File: src/rtl/core/kcv_pkg.sv
// Shared types, constants and helper functions of the 3D constant-velocity Kalman tracker.
`default_nettype none

package kcv_pkg;

	localparam int CFG_AW   = 2;
	localparam int CFG_DW   = 47;
	localparam int DT_W     = 31;
	localparam int ST_W     = 32;
	localparam int COV_W    = 48;
	localparam int TERM_W   = 62;
	localparam int GAIN_FB  = 32;
	localparam int DEN_W    = 50;
	localparam int DIV_BITS = 62;
	localparam int DIV_CW   = 6;

	localparam logic [DT_W-1:0]   DT_RST = 31'd6554;
	localparam logic [CFG_DW-1:0] Q_RST  = 47'd42950;
	localparam logic [CFG_DW-1:0] R_RST  = 47'd429496730;
	localparam logic [CFG_DW-1:0] P0_RST = 47'd4294967296000;

	typedef enum logic [CFG_AW-1:0] {
		CFG_DT = 2'd0,
		CFG_Q  = 2'd1,
		CFG_R  = 2'd2,
		CFG_P0 = 2'd3
	} kcv_cfg_t;

	typedef enum logic [3:0] {
		OP_NONE    = 4'd0,
		OP_PRED_P  = 4'd1,
		OP_PRED_TA = 4'd2,
		OP_PRED_TB = 4'd3,
		OP_PRED_PP = 4'd4,
		OP_PRED_VV = 4'd5,
		OP_UPD_P   = 4'd6,
		OP_UPD_V   = 4'd7,
		OP_UPD_VV  = 4'd8,
		OP_UPD_PV  = 4'd9,
		OP_UPD_PP  = 4'd10
	} kcv_op_t;

	typedef struct packed {
		kcv_op_t op;
		logic    mul_start;
		logic    div_start;
		logic    accept;
		logic    load;
		logic    store;
		logic    emit;
	} kcv_cmd_t;

	typedef struct packed {
		logic mul_done;
		logic div_done;
		logic s_pos;
		logic coast;
	} kcv_sts_t;

	typedef struct packed {
		logic                     sat;
		logic signed [TERM_W-1:0] val;
	} kcv_term_t;

	function automatic logic ovf_w(input logic signed [63:0] x, input int w);
		logic signed [63:0] hi;
		hi = (64'sd1 <<< (w - 1)) - 64'sd1;
		return (x > hi) || (x < (-hi - 64'sd1));
	endfunction

	function automatic logic signed [63:0] clip_w(input logic signed [63:0] x, input int w);
		logic signed [63:0] hi;
		hi = (64'sd1 <<< (w - 1)) - 64'sd1;
		if (x > hi)
			return hi;
		else if (x < (-hi - 64'sd1))
			return -hi - 64'sd1;
		return x;
	endfunction

	// magnitude plus sign to a 62-bit signed term, clipped
	function automatic kcv_term_t fin_term(input logic [63:0] mag, input logic over,
			input logic neg);
		kcv_term_t t;
		logic [63:0] lim;
		lim = 64'd1 << (TERM_W - 1);
		t.sat = 1'b0;
		if (neg) begin
			if (over || mag > lim) begin
				t.sat = 1'b1;
				t.val = {1'b1, {(TERM_W-1){1'b0}}};
			end else begin
				t.val = -$signed(mag[TERM_W-1:0]);
			end
		end else begin
			if (over || mag > lim - 64'd1) begin
				t.sat = 1'b1;
				t.val = {1'b0, {(TERM_W-1){1'b1}}};
			end else begin
				t.val = $signed(mag[TERM_W-1:0]);
			end
		end
		return t;
	endfunction

endpackage

`default_nettype wire

File: src/rtl/core/kcv_ctrl.sv
// Tracker sequencer: walks each axis through predict and, unless coasting or S is not positive, gain and update steps.
`default_nettype none

module kcv_ctrl #(
	parameter int NUM_AXES = 3,
	parameter int AXW      = 2
) (
	input  wire logic              clk,
	input  wire logic              arst_n,
	input  wire logic              in_valid,
	output logic                   in_ready,
	output logic                   out_valid,
	input  wire logic              out_ready,
	input  wire kcv_pkg::kcv_sts_t sts,
	output kcv_pkg::kcv_cmd_t      cmd,
	output logic [AXW-1:0]         axis
);
	import kcv_pkg::*;

	typedef enum logic [15:0] {
		S_IDLE  = 16'h0001,
		S_LOAD  = 16'h0002,
		S_PP    = 16'h0004,
		S_PTA   = 16'h0008,
		S_PTB   = 16'h0010,
		S_PPP   = 16'h0020,
		S_PVV   = 16'h0040,
		S_CHK   = 16'h0080,
		S_DIV   = 16'h0100,
		S_UP    = 16'h0200,
		S_UV    = 16'h0400,
		S_UVV   = 16'h0800,
		S_UPV   = 16'h1000,
		S_UPP   = 16'h2000,
		S_STORE = 16'h4000,
		S_EMIT  = 16'h8000
	} kcv_state_t;

	kcv_state_t state_q, state_d;
	logic [AXW-1:0] ax_q;
	logic issued_q, oval_q, is_mul, last_ax, emit_ok;

	assign last_ax = (ax_q == AXW'(NUM_AXES - 1));
	assign emit_ok = !oval_q || out_ready;

	always_comb begin
		cmd       = '0;
		cmd.op    = OP_NONE;
		is_mul    = 1'b0;
		state_d   = state_q;
		case (state_q)
			S_IDLE: begin
				cmd.accept = in_valid;
				if (in_valid)
					state_d = S_LOAD;
			end
			S_LOAD: begin
				cmd.load = 1'b1;
				state_d  = S_PP;
			end
			S_PP:  begin cmd.op = OP_PRED_P;  is_mul = 1'b1; if (sts.mul_done) state_d = S_PTA; end
			S_PTA: begin cmd.op = OP_PRED_TA; is_mul = 1'b1; if (sts.mul_done) state_d = S_PTB; end
			S_PTB: begin cmd.op = OP_PRED_TB; is_mul = 1'b1; if (sts.mul_done) state_d = S_PPP; end
			S_PPP: begin cmd.op = OP_PRED_PP; is_mul = 1'b1; if (sts.mul_done) state_d = S_PVV; end
			S_PVV: begin
				cmd.op  = OP_PRED_VV;
				state_d = S_CHK;
			end
			S_CHK: state_d = (!sts.coast && sts.s_pos) ? S_DIV : S_STORE;
			S_DIV: begin
				cmd.div_start = !issued_q;
				if (sts.div_done)
					state_d = S_UP;
			end
			S_UP:  begin cmd.op = OP_UPD_P;  is_mul = 1'b1; if (sts.mul_done) state_d = S_UV;  end
			S_UV:  begin cmd.op = OP_UPD_V;  is_mul = 1'b1; if (sts.mul_done) state_d = S_UVV; end
			S_UVV: begin cmd.op = OP_UPD_VV; is_mul = 1'b1; if (sts.mul_done) state_d = S_UPV; end
			S_UPV: begin cmd.op = OP_UPD_PV; is_mul = 1'b1; if (sts.mul_done) state_d = S_UPP; end
			S_UPP: begin cmd.op = OP_UPD_PP; is_mul = 1'b1; if (sts.mul_done) state_d = S_STORE; end
			S_STORE: begin
				cmd.store = 1'b1;
				state_d   = last_ax ? S_EMIT : S_LOAD;
			end
			S_EMIT: begin
				cmd.emit = emit_ok;
				if (emit_ok)
					state_d = S_IDLE;
			end
			default: state_d = S_IDLE;
		endcase
		cmd.mul_start = is_mul && !issued_q;
	end

	always_ff @(posedge clk or negedge arst_n) begin
		if (!arst_n) begin
			state_q  <= S_IDLE;
			ax_q     <= '0;
			issued_q <= 1'b0;
			oval_q   <= 1'b0;
		end else begin
			state_q <= state_d;
			if (cmd.mul_start || cmd.div_start)
				issued_q <= 1'b1;
			else if (sts.mul_done || sts.div_done)
				issued_q <= 1'b0;
			if (cmd.accept)
				ax_q <= '0;
			else if (cmd.store && !last_ax)
				ax_q <= ax_q + AXW'(1);
			if (cmd.emit)
				oval_q <= 1'b1;
			else if (out_ready)
				oval_q <= 1'b0;
		end
	end

	assign in_ready  = (state_q == S_IDLE);
	assign out_valid = oval_q;
	assign axis      = ax_q;

endmodule

`default_nettype wire

File: config.mk
export PLATFORM = sky130hd
export DESIGN_NAME = kcv_ctrl
export DESIGN_NICKNAME = d
export VERILOG_FILES = /design/src/rtl/core/kcv_pkg.sv /design/src/rtl/core/kcv_ctrl.sv
export SDC_FILE = /design/constraint.sdc
export NUM_CORES = 1
export LEC_CHECK = 0
export BUFFER_PORTS_ARGS = -buffer_cell sky130_fd_sc_hd__buf_2
export CAP_MARGIN = 20
export CORE_ASPECT_RATIO = 0.75
export CORE_UTILIZATION = 40
export DETAILED_ROUTE_END_ITERATION = 8
export GPL_TIMING_DRIVEN = 0
export SLEW_MARGIN = 20
export SYNTH_ARGS = -nofsm -noshare
export SYNTH_HDL_FRONTEND = slang
export SYNTH_SLANG_ARGS = --single-unit
File: constraint.sdc
create_clock -name clk -period 7.15 [get_ports clk]
set_clock_uncertainty 0.1 [all_clocks]
set_input_delay 1.43 -clock clk [delete_from_list [all_inputs] [get_ports clk]]
set_output_delay 1.43 -clock clk [all_outputs]
set_load 0.02 [all_outputs]
After elaboration in Yosys (flattened, before gate mapping)
Index checks and enable logic that the tools add are counted.

operators by class
  add/sub/neg operators = 1
  equal/unequal tests = 29
  multiplexer cells = 28
  reduce and logical (&&, ||, !) cells = 15

operators with widths
  kind                                                    count
  case mux 16 bit (16 select lines)                       1
  two-way mux 16 bit                                      13
  case mux 4 bit (10 select lines)                        1
  inequality test 2 bit (second input constant)           12
  equality test 16 x 1 -> 1 bit (second input constant)   1
  equality test 16 x 10 -> 1 bit (second input constant)  1
  equality test 16 x 11 -> 1 bit (second input constant)  1
  equality test 16 x 12 -> 1 bit (second input constant)  1
  equality test 16 x 13 -> 1 bit (second input constant)  1
  equality test 16 x 14 -> 1 bit (second input constant)  1
  equality test 16 x 15 -> 1 bit (second input constant)  1
  equality test 16 bit (second input constant)            1
  equality test 16 x 2 -> 1 bit (second input constant)   1
  equality test 16 x 3 -> 1 bit (second input constant)   1
  equality test 16 x 4 -> 1 bit (second input constant)   1
  equality test 16 x 5 -> 1 bit (second input constant)   1
  equality test 16 x 6 -> 1 bit (second input constant)   1
  equality test 16 x 7 -> 1 bit (second input constant)   1
  equality test 16 x 8 -> 1 bit (second input constant)   1
  equality test 16 x 9 -> 1 bit (second input constant)   1
  two-way mux 15 bit                                      1
  AND reduction 12 bit                                    1
  two-way mux 1 bit                                       10
  OR reduction 9 bit                                      1
  7 further kinds                                         17

storage, ports and cells
  flip-flop bits (word level) = 20
  input port bits = 8
  output and inout port bits = 14
  logic and storage cells = 77

Longest topological paths before layout
Gate-level depths: netlist of run 1.

  depth in word-level cells = 6
  depth in mapped cells = 6

Worst setup path before layout of run 1
Ideal clock, no wire load.

  path kind = reg-to-output
  start = register state_q[4]
  end = output port cmd[2] in the netlist's numbering
  data arrival time = 2.034 ns
  data required time = 5.620 ns
  slack = 3.586 ns
  cell stages (with the launch flop) = 5
  path buffers = 0
  path through = dfrtp_1 -> nor4_2 -> nand3_2 -> or3_1 -> nor3b_1

RTL lines
  element                 RTL line         RTL
  start, declared         kcv_ctrl.sv:39   kcv_state_t state_q, state_d;
  start signal, assigned  kcv_ctrl.sv:101  state_q <= state_d;
  end, declared           kcv_ctrl.sv:15   output kcv_pkg::kcv_cmd_t cmd,

==> results.json, run 1 <==
{
  "yosysWarnings": 0,
  "max-slew-margin-rel": 0.528,
  "dpl.hpwl_um": 2510,
  "maxCapViolations": 0,
  "max_freq_ghz": 0.243,
  "cts_buffer_depth": 2,
  "finalSetupViolCount": 0,
  "synth_top_area_cell": "dfrtp_1",
  "p_clk_frac": 0.199,
  "tritoncts": "yes",
  "hp-class": "flop to flop",
  "crit_buf_inv": 1,
  "syn2layout_area_growth_pct": 15.1,
  "grt_usage": 0.196,
  "ys_ff_latch": 20,
  "worst-path-stages": 5,
  "reg2regPathDepth": 5,
  "drtAntennaViolNets": 0,
  "status": "finished, final reports clean",
  "post_cts_buffers": 0,
  "synth-edff-count": 0,
  "synthArstFlopShare": 1.00,
  "portBuffers": 21,
  "coreArea_um2": 3310,
  "finalCritPeriodShare": 0.575,
  "crit_required_ps": 5620,
  "syn_nets": 155,
  "final_area_um2": 1600,
  "cts_htree_levels": 1,
  "num-nets-final": 181,
  "worstSetupPathType": "flop to primary output",
  "drv_slew": 0,
  "start_util": 0.420,
  "syn_area_um2": 1390,
  "totalPowerFinal_mw": 0.442,
  "pwr-share-comb": 0.464,
  "gp_congestion": 0.873,
  "antenna_found_initial": 0,
  "io_pins": 22,
  "powerDensity_nw_per_um2": 276,
  "stdcell_count": 211,
  "avgSynthCellArea_um2": 9.52,
  "grt_pass1_vias": 1103,
  "cts_root_buf": "clkbuf_8",
  "rsz0062_at_grt": "false",
  "drt_iter0_drc": 115,
  "chipHeight_um": 53.1,
  "critPathMaxStageDelay_ps": 680,
  "detail_route.wl_per_cell_um": 15.6,
  "row_count": 18,
  "cts_buffers": 3,
  "synth_cell_types": 46,
  "start_kind": "flop",
  "synth_area_leaders": "dfrtp_1 34%, nor2_1 5.7%, mux2_4 4.3%, mux2i_1 3.6%, nor4_4 3.1%",
  "n_antenna_cell": 0,
  "cts.sinks": 20,
  "finalWirelength_um": 3290,
  "fin_util": 0.483,
  "cts_resized": 0,
  "p_leak_nw": 0.804,
  "die_w_um": 70.1,
  "via_count": 1209,
  "synthTopCellsByCount": "21 x nor2_1, 19 x dfrtp_1, 10 x nand2_1, 9 x inv_1, 6 x nand3_1",
  "cts_hold_buf": 0,
  "intPower_mw": 0.263,
  "drt_pass1_iterations": 4,
  "critPathArrivalTime_ps": 2580,
  "dp.cells": 207,
  "final_hold_viol_count": 0,
  "seq_area_frac_synth": 0.361,
  "cp_max_fo": 8,
  "overflow": 0,
  "crit_family": "simple AND/OR/NAND/NOR gates",
  "p_sw_mw": 0.179,
  "synthCells": 146,
  "drive_above_1_share": 0.263,
  "hold_depth": 2,
  "grt_max_degree": 21,
  "via_per_inst": 5.73,
  "synth_most_common_cell": "nor2_1",
  "p_seq_frac": 0.337,
  "clock_latency_ps": 260,
  "die_area_um2": 3720,
  "hold_slack_ps": 447,
  "path_cells": "nor4_2 -> nand3_1 -> or4_1 -> a21oi_1 -> buf_2",
  "crit_slowest_cell": "nor4_2",
  "pre_cts_slack_ps": 3370,
  "fin_crit_ps": 4110,
  "drc": 0,
  "grt_pass1_wl_um": 5500,
  "synthFlopType": "dfrtp_1",
  "worstMarginPinSlew_ps": 703,
  "tns_ps": 0,
  "placed_area_um2": 1550,
  "swShare": 0.405,
  "setup_ws_ps": 3040,
  "netlist.area_leader.share": 0.342,
  "ir_drop_uv": 132,
  "critical_path.endpoint_type": "primary output",
  "path_clk_slew_ps": 80
}
==> worst register-to-register path, stage by stage, from the launching register on <==
cell and delay (ps):
dfrtp_1 470, nor4_2 650, nand3_2 250, o32a_1 450
o211ai_4 210, mux2_4 340
==> power groups by stage <==
stage,Sequential (mW),Combinational (mW),Clock [mW]
5_1_grt,0.152,0.225,0.0949
4_1_cts,0.149,0.205,0.0894
2_1_floorplan,0.146,0.157,0
3_5_place_dp,0.151,0.204,0
3_3_place_gp,0.150,0.204,0
6_report,0.149,0.205,0.0879
==> cells by family (layout without fill, tap and decap cells) <==
| family | Yosys count | after routing | share of synthesized area |
|---|---|---|---|
| fa+ha+maj | 1 | 1 | 0.00900 |
| xor+xnor | 6 | 6 | 0.0378 |
| simple gates | 77 | 77 | 0.339 |
| flops | 20 | 20 | 0.361 |
| buf+inv | 12 | 37 | 0.0486 |
| mux | 10 | 10 | 0.0873 |
| compound gates | 20 | 20 | 0.117 |
==> placed cells by master (no fill, tap or decap), types with 2 or more instances in the layout <==
cell type	n
mux2i_1	5
or3b_2	2
clkbuf_8	4
nand2_1	10
nand3_1	6
a2bb2oi_1	2
o22ai_1	2
mux2_4	4
xnor2_1	4
buf_6	3
buf_2	21
nor4b_1	4
nor3_1	5
nor3b_1	3
nand4_1	5
nor4_4	2
a21o_1	2
or4b_1	2
a21oi_1	2
o21ai_0	3
and3_1	2
dfrtp_1	19
or3_1	3
xor2_1	2
nor2_1	21
nand2b_1	2
nor4_2	2
inv_1	9
==> per-layer routing <==
metal | routed length, µm | vias to the layer above | part of all wire | track usage
li1 | - | 593 | - | -
met1 | 1550 | 578 | 0.47 | 0.271
met2 | 1510 | 34 | 0.46 | 0.316
met3 | 208 | 4 | 0.063 | 0.0457
met4 | 24 | 0 | 0.0073 | 0.0400
met5 | 0 | - | 0 | 0
==> state kept, by name (all words and copies together), names as in the netlist <==
name	cells
issued_q	1
state_q	16
out_valid	1
axis	2
==> path summary, 6_finish.rpt <==
check / startpoint / end / slack (ps)
max: state_q[1] / cmd[5] / 3040
min: out_valid / out_valid / 450
max reg2reg: state_q[4] / state_q[10] / 4580
min reg2reg: out_valid / out_valid / 450
max in group asynchronous: arst_n / state_q[0] / 5580
min in group asynchronous: arst_n / state_q[8] / 1010
==> layout make-up <==
type | instances | area, µm²
Tap cell | 40 | 50.0
Buffer | 3 | 33.8
Sequential cell | 20 | 502
Multi-Input combinational cell | 114 | 821
Inverter | 9 | 33.8
Fill cell | 332 | 1710
Clock buffer | 4 | 55.1
Timing Repair Buffer | 21 | 105
Power figures use the tool's default switching activity.
==> run 2, diff against run 1 <==
--- a/config.mk
+++ b/config.mk
@@ -5,6 +5,7 @@
 export SDC_FILE = /design/constraint.sdc
 export NUM_CORES = 1
 export LEC_CHECK = 0
+export ABC_AREA = 1
 export BUFFER_PORTS_ARGS = -buffer_cell sky130_fd_sc_hd__buf_2
 export CAP_MARGIN = 20
 export CORE_ASPECT_RATIO = 0.75
==> constraint.sdc (replaced) <==
create_clock -name clk -period 4.2 [get_ports clk]
set_clock_uncertainty 0.1 [all_clocks]
set_input_delay 0.84 -clock clk [delete_from_list [all_inputs] [get_ports clk]]
set_output_delay 0.84 -clock clk [all_outputs]
set_load 0.02 [all_outputs]
==> run 2 against run 1 <==
Area after synthesis up 13%. First-iteration DRC count down 50%. Setup slack worse by 1700 ps. Sequential power up 70%. Global-route usage down 1.9 points. Critical path depth up 5. Clock-buffer cell count unchanged. Die area up 13%. Largest cell class unchanged. Highest routed layer unchanged.
==> results.json, run 2 <==
{
  "status": "finished, final reports clean",
  "fin_crit_ps": 2870,
  "drv_slew": 0,
  "dpl.hpwl_um": 2590,
  "drive_above_1_share": 0.361,
  "via_count": 1250,
  "grt_usage": 0.177,
  "overflow": 0,
  "critPathArrivalTime_ps": 1930,
  "synthCells": 202,
  "syn_nets": 211,
  "num-nets-final": 237,
  "syn2layout_area_growth_pct": 14.3,
  "critical_path.endpoint_type": "primary output",
  "finalWirelength_um": 3270,
  "p_leak_nw": 1.04,
  "reg2regPathDepth": 11,
  "crit_end": "cmd[5]",
  "worstSetupPathType": "flop to primary output",
  "synth_top_area_cell": "dfrtp_1",
  "synth_top_family_by_area": "simple AND/OR/NAND/NOR gates",
  "maxCapViolations": 0,
  "portBuffers": 21,
  "finalCritPeriodShare": 0.683,
  "drc": 0,
  "tns_ps": 0,
  "drtAntennaViolNets": 0,
  "synth_most_common_cell": "nand2_1",
  "tritoncts": "yes",
  "crit_required_ps": 3260,
  "final_hold_viol_count": 0,
  "synthFlopType": "dfrtp_1",
  "powerDensity_nw_per_um2": 615,
  "largest_reg_flops": 16,
  "netlist.area_leader.share": 0.303,
  "chipHeight_um": 56.3,
  "yosysWarnings": 0,
  "start_kind": "flop",
  "pre_cts_slack_ps": 1640,
  "stdcell_count": 279,
  "cts_resized": 0,
  "placed_area_um2": 1740,
  "hp-class": "input pin to async pin",
  "synth_cell_types": 30,
  "ys_ff_latch": 20,
  "seq_area_frac_synth": 0.320,
  "cts_htree_levels": 1,
  "final_cell_mix": "36 x nand2_1, 32 x inv_1, 30 x nor2_1, 21 x buf_2, 19 x dfrtp_1",
  "via_per_inst": 4.48,
  "grt_pass1_vias": 1161,
  "max_freq_ghz": 0.348,
  "synthAdderAreaFrac": 0.00797,
  "grt_pass1_wl_um": 5550,
  "n_antenna_cell": 0,
  "fin_util": 0.484,
  "syn_area_um2": 1570,
  "final_area_um2": 1800,
  "critPathLaunch": "state_q[9]",
  "avgSynthCellArea_um2": 7.77,
  "finalSetupViolCount": 0,
  "max-slew-margin-rel": 0.687,
  "cts.sinks": 20,
  "gp_congestion": 0.806,
  "synth_xor_area_frac": 0,
  "drt_pass1_iterations": 4,
  "synthArstFlopShare": 1.00,
  "grt_max_degree": 21,
  "cts_buffer_depth": 2,
  "path_clk_slew_ps": 80,
  "cts_buffers": 3,
  "totalPowerFinal_mw": 1.10,
  "dp.cells": 275,
  "yosys.area_share.simple": 0.504,
  "row_count": 19,
  "antenna_found_initial": 0,
  "layout_commonest_cell": "nand2_1",
  "cts_hold_buf": 0,
  "worstMarginPinSlew_ps": 470,
  "die_area_um2": 4180,
  "synth-edff-count": 0,
  "top_register": "state_q",
  "post_cts_buffers": 0,
  "coreArea_um2": 3710,
  "io_pins": 22,
  "synthTopCellsByCount": "36 x nand2_1, 32 x inv_1, 30 x nor2_1, 19 x dfrtp_1, 12 x nand2_4",
  "rsz0062_at_grt": "false",
  "cp_max_fo": 6,
  "detail_route.wl_per_cell_um": 11.7,
  "start_util": 0.423,
  "die_w_um": 74.3,
  "synth_compound_area_frac": 0.0709,
  "hold_slack_ps": 411,
  "r2r_start": "state_q[9]",
  "ir_drop_uv": 356,
  "setup_ws_ps": 1330,
  "clock_latency_ps": 270,
  "rrSetupSlack_ps": 2270,
  "r2r-end": "state_q[9]",
  "drt_iter0_drc": 57,
  "synth_area_leaders": "dfrtp_1 30%, nand2_1 8.6%, nand2_4 8.6%, inv_1 7.6%, nor2_1 7.2%",
  "synth.area.mux_share": 0,
  "cts_root_buf": "clkbuf_8"
}
run 2: layout make-up:
cell class                 instances  area [µm²]
fill                             382        1910
multi-input combinational        146         915
sequential                        20         502
inverter                          35         134
timing repair buffer              21         105
tap                               52        65.1
clock buffer                       4        55.1
buffer                             1        20.0
run 2: worst min-delay path by stage:
stage                      from           to  slack [ps]  cells after the start
floorplan           state_q[11]  state_q[11]         400                      2
CTS                      arst_n  state_q[10]         430                      1
global placement     state_q[5]   state_q[5]         420                      2
detailed placement   state_q[5]   state_q[5]         430                      2
global route             arst_n  state_q[10]         450                      1
finish                   arst_n  state_q[10]         410                      1
run 2: layer usage:
metal | vias to the layer above | track usage | part of all wire
met5 | - | 0 | 0
met1 | 540 | 0.282 | 0.56
met4 | 0 | 0.0323 | 0.0083
met3 | 4 | 0.0395 | 0.051
li1 | 675 | - | -
met2 | 31 | 0.242 | 0.38
run 2: cells by family (layout without fill, tap and decap cells):
kind of cell,count (synthesis),in the layout
buffers and inverters,36,61
flip-flops,20,20
AND/OR/NAND/NOR,129,129
AO/OA/AOI/OAI,16,16
adder cells (fa/ha/maj),1,1
run 2: where the power goes:
group	total [mW]	switching (mW)	internal (mW)	leakage, nW
clock network	0.154	0.0706	0.0837	0.0288
logic	0.695	0.467	0.229	0.738
registers	0.254	0.0294	0.224	0.274
run 2: critical path: stages (launching register included):
cell and delay [ps]:
dfrtp_1 420, nor2_2 210, nand2_4 140, nor2_8 190, nand2_2 110, nor2_4 100
nor2_2 60, nand3_2 90, inv_1 50, nor2_1 110, buf_2 180
==> run 3, diff against run 2 <==
--- a/config.mk
+++ b/config.mk
@@ -5,7 +5,7 @@
 export SDC_FILE = /design/constraint.sdc
 export NUM_CORES = 1
 export LEC_CHECK = 0
-export ABC_AREA = 1
+export ABC_AREA = 0
 export BUFFER_PORTS_ARGS = -buffer_cell sky130_fd_sc_hd__buf_2
 export CAP_MARGIN = 20
 export CORE_ASPECT_RATIO = 0.75
==> constraint.sdc (replaced) <==
create_clock -name clk -period 2.5 [get_ports clk]
set_clock_uncertainty 0.1 [all_clocks]
set_input_delay 0.5 -clock clk [delete_from_list [all_inputs] [get_ports clk]]
set_output_delay 0.5 -clock clk [all_outputs]
set_load 0.02 [all_outputs]
==> run 3 against run 2 <==
The run now ends with setup timing left. Sequential power increased by 73%. Clock-buffer cell count unchanged. Global-route usage increased by 5.1 points. Combinational power increased by 58%. Via count increased by 12%. Setup slack got worse by 1500 ps. Non-clock buffer count increased by 38. Sequential share of layout area decreased by 2.9 points. Final cell count decreased by 11%. Sequential cell count unchanged. Largest power group unchanged. Highest routed layer unchanged.
==> results.json, run 3 (synthesis gave the netlist of run 1 again) <==
{
  "powerDensity_nw_per_um2": 866,
  "grt_pass1_vias": 1293,
  "status": "finished with violations",
  "crit_family": "simple AND/OR/NAND/NOR gates",
  "drtAntennaViolNets": 0,
  "hold_slack_ps": 80.8,
  "n_antenna_cell": 0,
  "grt_pass1_wl_um": 6350,
  "row_count": 18,
  "path_clk_slew_ps": 80,
  "via_per_inst": 5.67,
  "crit_path_frequent_cell": "buf_6",
  "setup_ws_ps": -177,
  "finalSetupViolCount": 11,
  "grtUsageMet1": 0.313,
  "detail_route.wl_per_cell_um": 17.2,
  "cts_buffer_depth": 2,
  "portBuffers": 21,
  "die_area_um2": 3720,
  "drc": 0,
  "finalCritPeriodShare": 1.07,
  "final_cell_mix": "36 x buf_4, 19 x nor2_1, 14 x buf_2, 11 x dfrtp_1",
  "drt_pass1_iterations": 4,
  "antenna_found_initial": 0,
  "ir_drop_uv": 342,
  "max-slew-margin-rel": 0.678,
  "final_hold_viol_count": 0,
  "pre_cts_slack_ps": -253,
  "cts_htree_levels": 1,
  "num-nets-final": 217,
  "start_util": 0.420,
  "layout_commonest_cell": "buf_4",
  "dpl.hpwl_um": 2540,
  "worst-path-stages": 7,
  "crit_buf_inv": 3,
  "largest_reg_flops": 16,
  "syn2layout_area_growth_pct": 47.1,
  "fillCellCount": 283,
  "overflow": 0,
  "clock_latency_ps": 270,
  "reg2regPathDepth": 15,
  "p_leak_nw": 1.01,
  "grt_usage": 0.228,
  "critical_path.endpoint_type": "primary output",
  "start_kind": "flop",
  "max_freq_ghz": 0.374,
  "grt-busiest-layer": "met2",
  "met3_usage": 0.0495,
  "critPathMaxStageDelay_ps": 380,
  "rrSetupSlack_ps": -150,
  "coreArea_um2": 3310,
  "worstSetupPathType": "flop to primary output",
  "cts_hold_buf": 0,
  "cts_root_buf": "clkbuf_8",
  "fin_util": 0.618,
  "drt_iter0_drc": 88,
  "top_register": "state_q",
  "gp_congestion": 0.896,
  "cts.sinks": 20,
  "rsz0062_at_grt": "true",
  "violations": "setup timing",
  "grt_max_degree": 21,
  "cp_max_fo": 3,
  "chipHeight_um": 53.1,
  "io_pins": 22,
  "fin_crit_ps": 2680,
  "path_cells": "buf_6 -> nor4_4 -> buf_4 -> nand3_2 -> or3_4 -> nor3b_4 -> buf_6",
  "crit_slowest_cell": "dfrtp_1",
  "crit_required_ps": 1900,
  "maxCapViolations": 0,
  "worstMarginPinSlew_ps": 483,
  "finalWirelength_um": 4260,
  "critPathArrivalTime_ps": 2080,
  "die_w_um": 70.1,
  "hp-class": "input pin to async pin",
  "drive_above_1_share": 0.498,
  "via_count": 1400,
  "tns_ps": -949,
  "tritoncts": "yes",
  "cts_buffers": 3,
  "grtUsageMet2": 0.365,
  "drv_slew": 0
}
-- run 3: cell count changes in the layout (fill, tap and decap cells not counted), sizes merged, moves of 4 or more --
| cell | change |
|---|---|
| buf | +38 |
| inv | -26 |
| mux2 | +5 |
| mux2i | +5 |
| nand2 | -47 |
| nand3 | -5 |
| nor2 | -27 |
| nor4 | +5 |
| nor4b | +4 |
| o21ai | -10 |
| xnor2 | +4 |
-- run 3: per-layer routing --
metal  part of all wire  vias to the layer above  routed length [µm]
li1                   -                      660                   -
met1               0.45                      679                1900
met2               0.48                       53                2050
met3              0.054                        8                 231
met4              0.018                        0                  77
met5                  0                        -                   0
-- run 3: per-stage QoR --
stage / std cells / power (mW) / cell area [µm²]
5_1_grt: 247 / 1.85 / 2040
4_1_cts: 242 / 1.68 / 1960
3_5_place_dp: 207 / 1.05 / 1560
6_report: 247 / 1.77 / 2040
3_3_place_gp: 207 / 1.04 / 1560
2_1_floorplan: 146 / 0.895 / 1410
-- run 3: what timing repair did --
action,CTS,global route
setup buffers,31,6
pin swaps,11,10
gates resized for setup,31,12
endpoints found under the setup margin,14,14
-- run 3: final timing paths --
check | endpoint | from
worst min register to register | out_valid | out_valid
max in group asynchronous | state_q[1] | arst_n
worst min-delay path | state_q[8] | arst_n
worst max register to register | state_q[2] | state_q[11]
min in group clk | state_q[8] | sts[2]
worst max-delay path | cmd[2] | state_q[11]
-- run 3: worst reg2reg max path, stage by stage (launching register included) --
cell and delay (ps):
dfrtp_1 380, buf_6 120, nor4_4 300, buf_4 180, nand3_2 90, or3_4 370
nor3b_4 220, buf_4 140, buf_4 90, buf_4 90, buf_4 90, buf_4 90
buf_6 80, buf_6 80, buf_6 70, a21o_1 100
-- run 3: power by group --
group | switching, mW | internal (mW)
registers | 0.0708 | 0.370
logic | 0.509 | 0.590
clock network | 0.117 | 0.114
-- run 3: layout make-up --
class,count,area [µm²],share of cell area
plain buffers,3,33.8,0.0165
clock buffers,4,45.0,0.0220
inverters,9,33.8,0.0165
multi-input cells,114,942,0.461
flip-flops and latches,20,512,0.250
well taps,40,50.0,0.0245
repair buffers,57,428,0.209
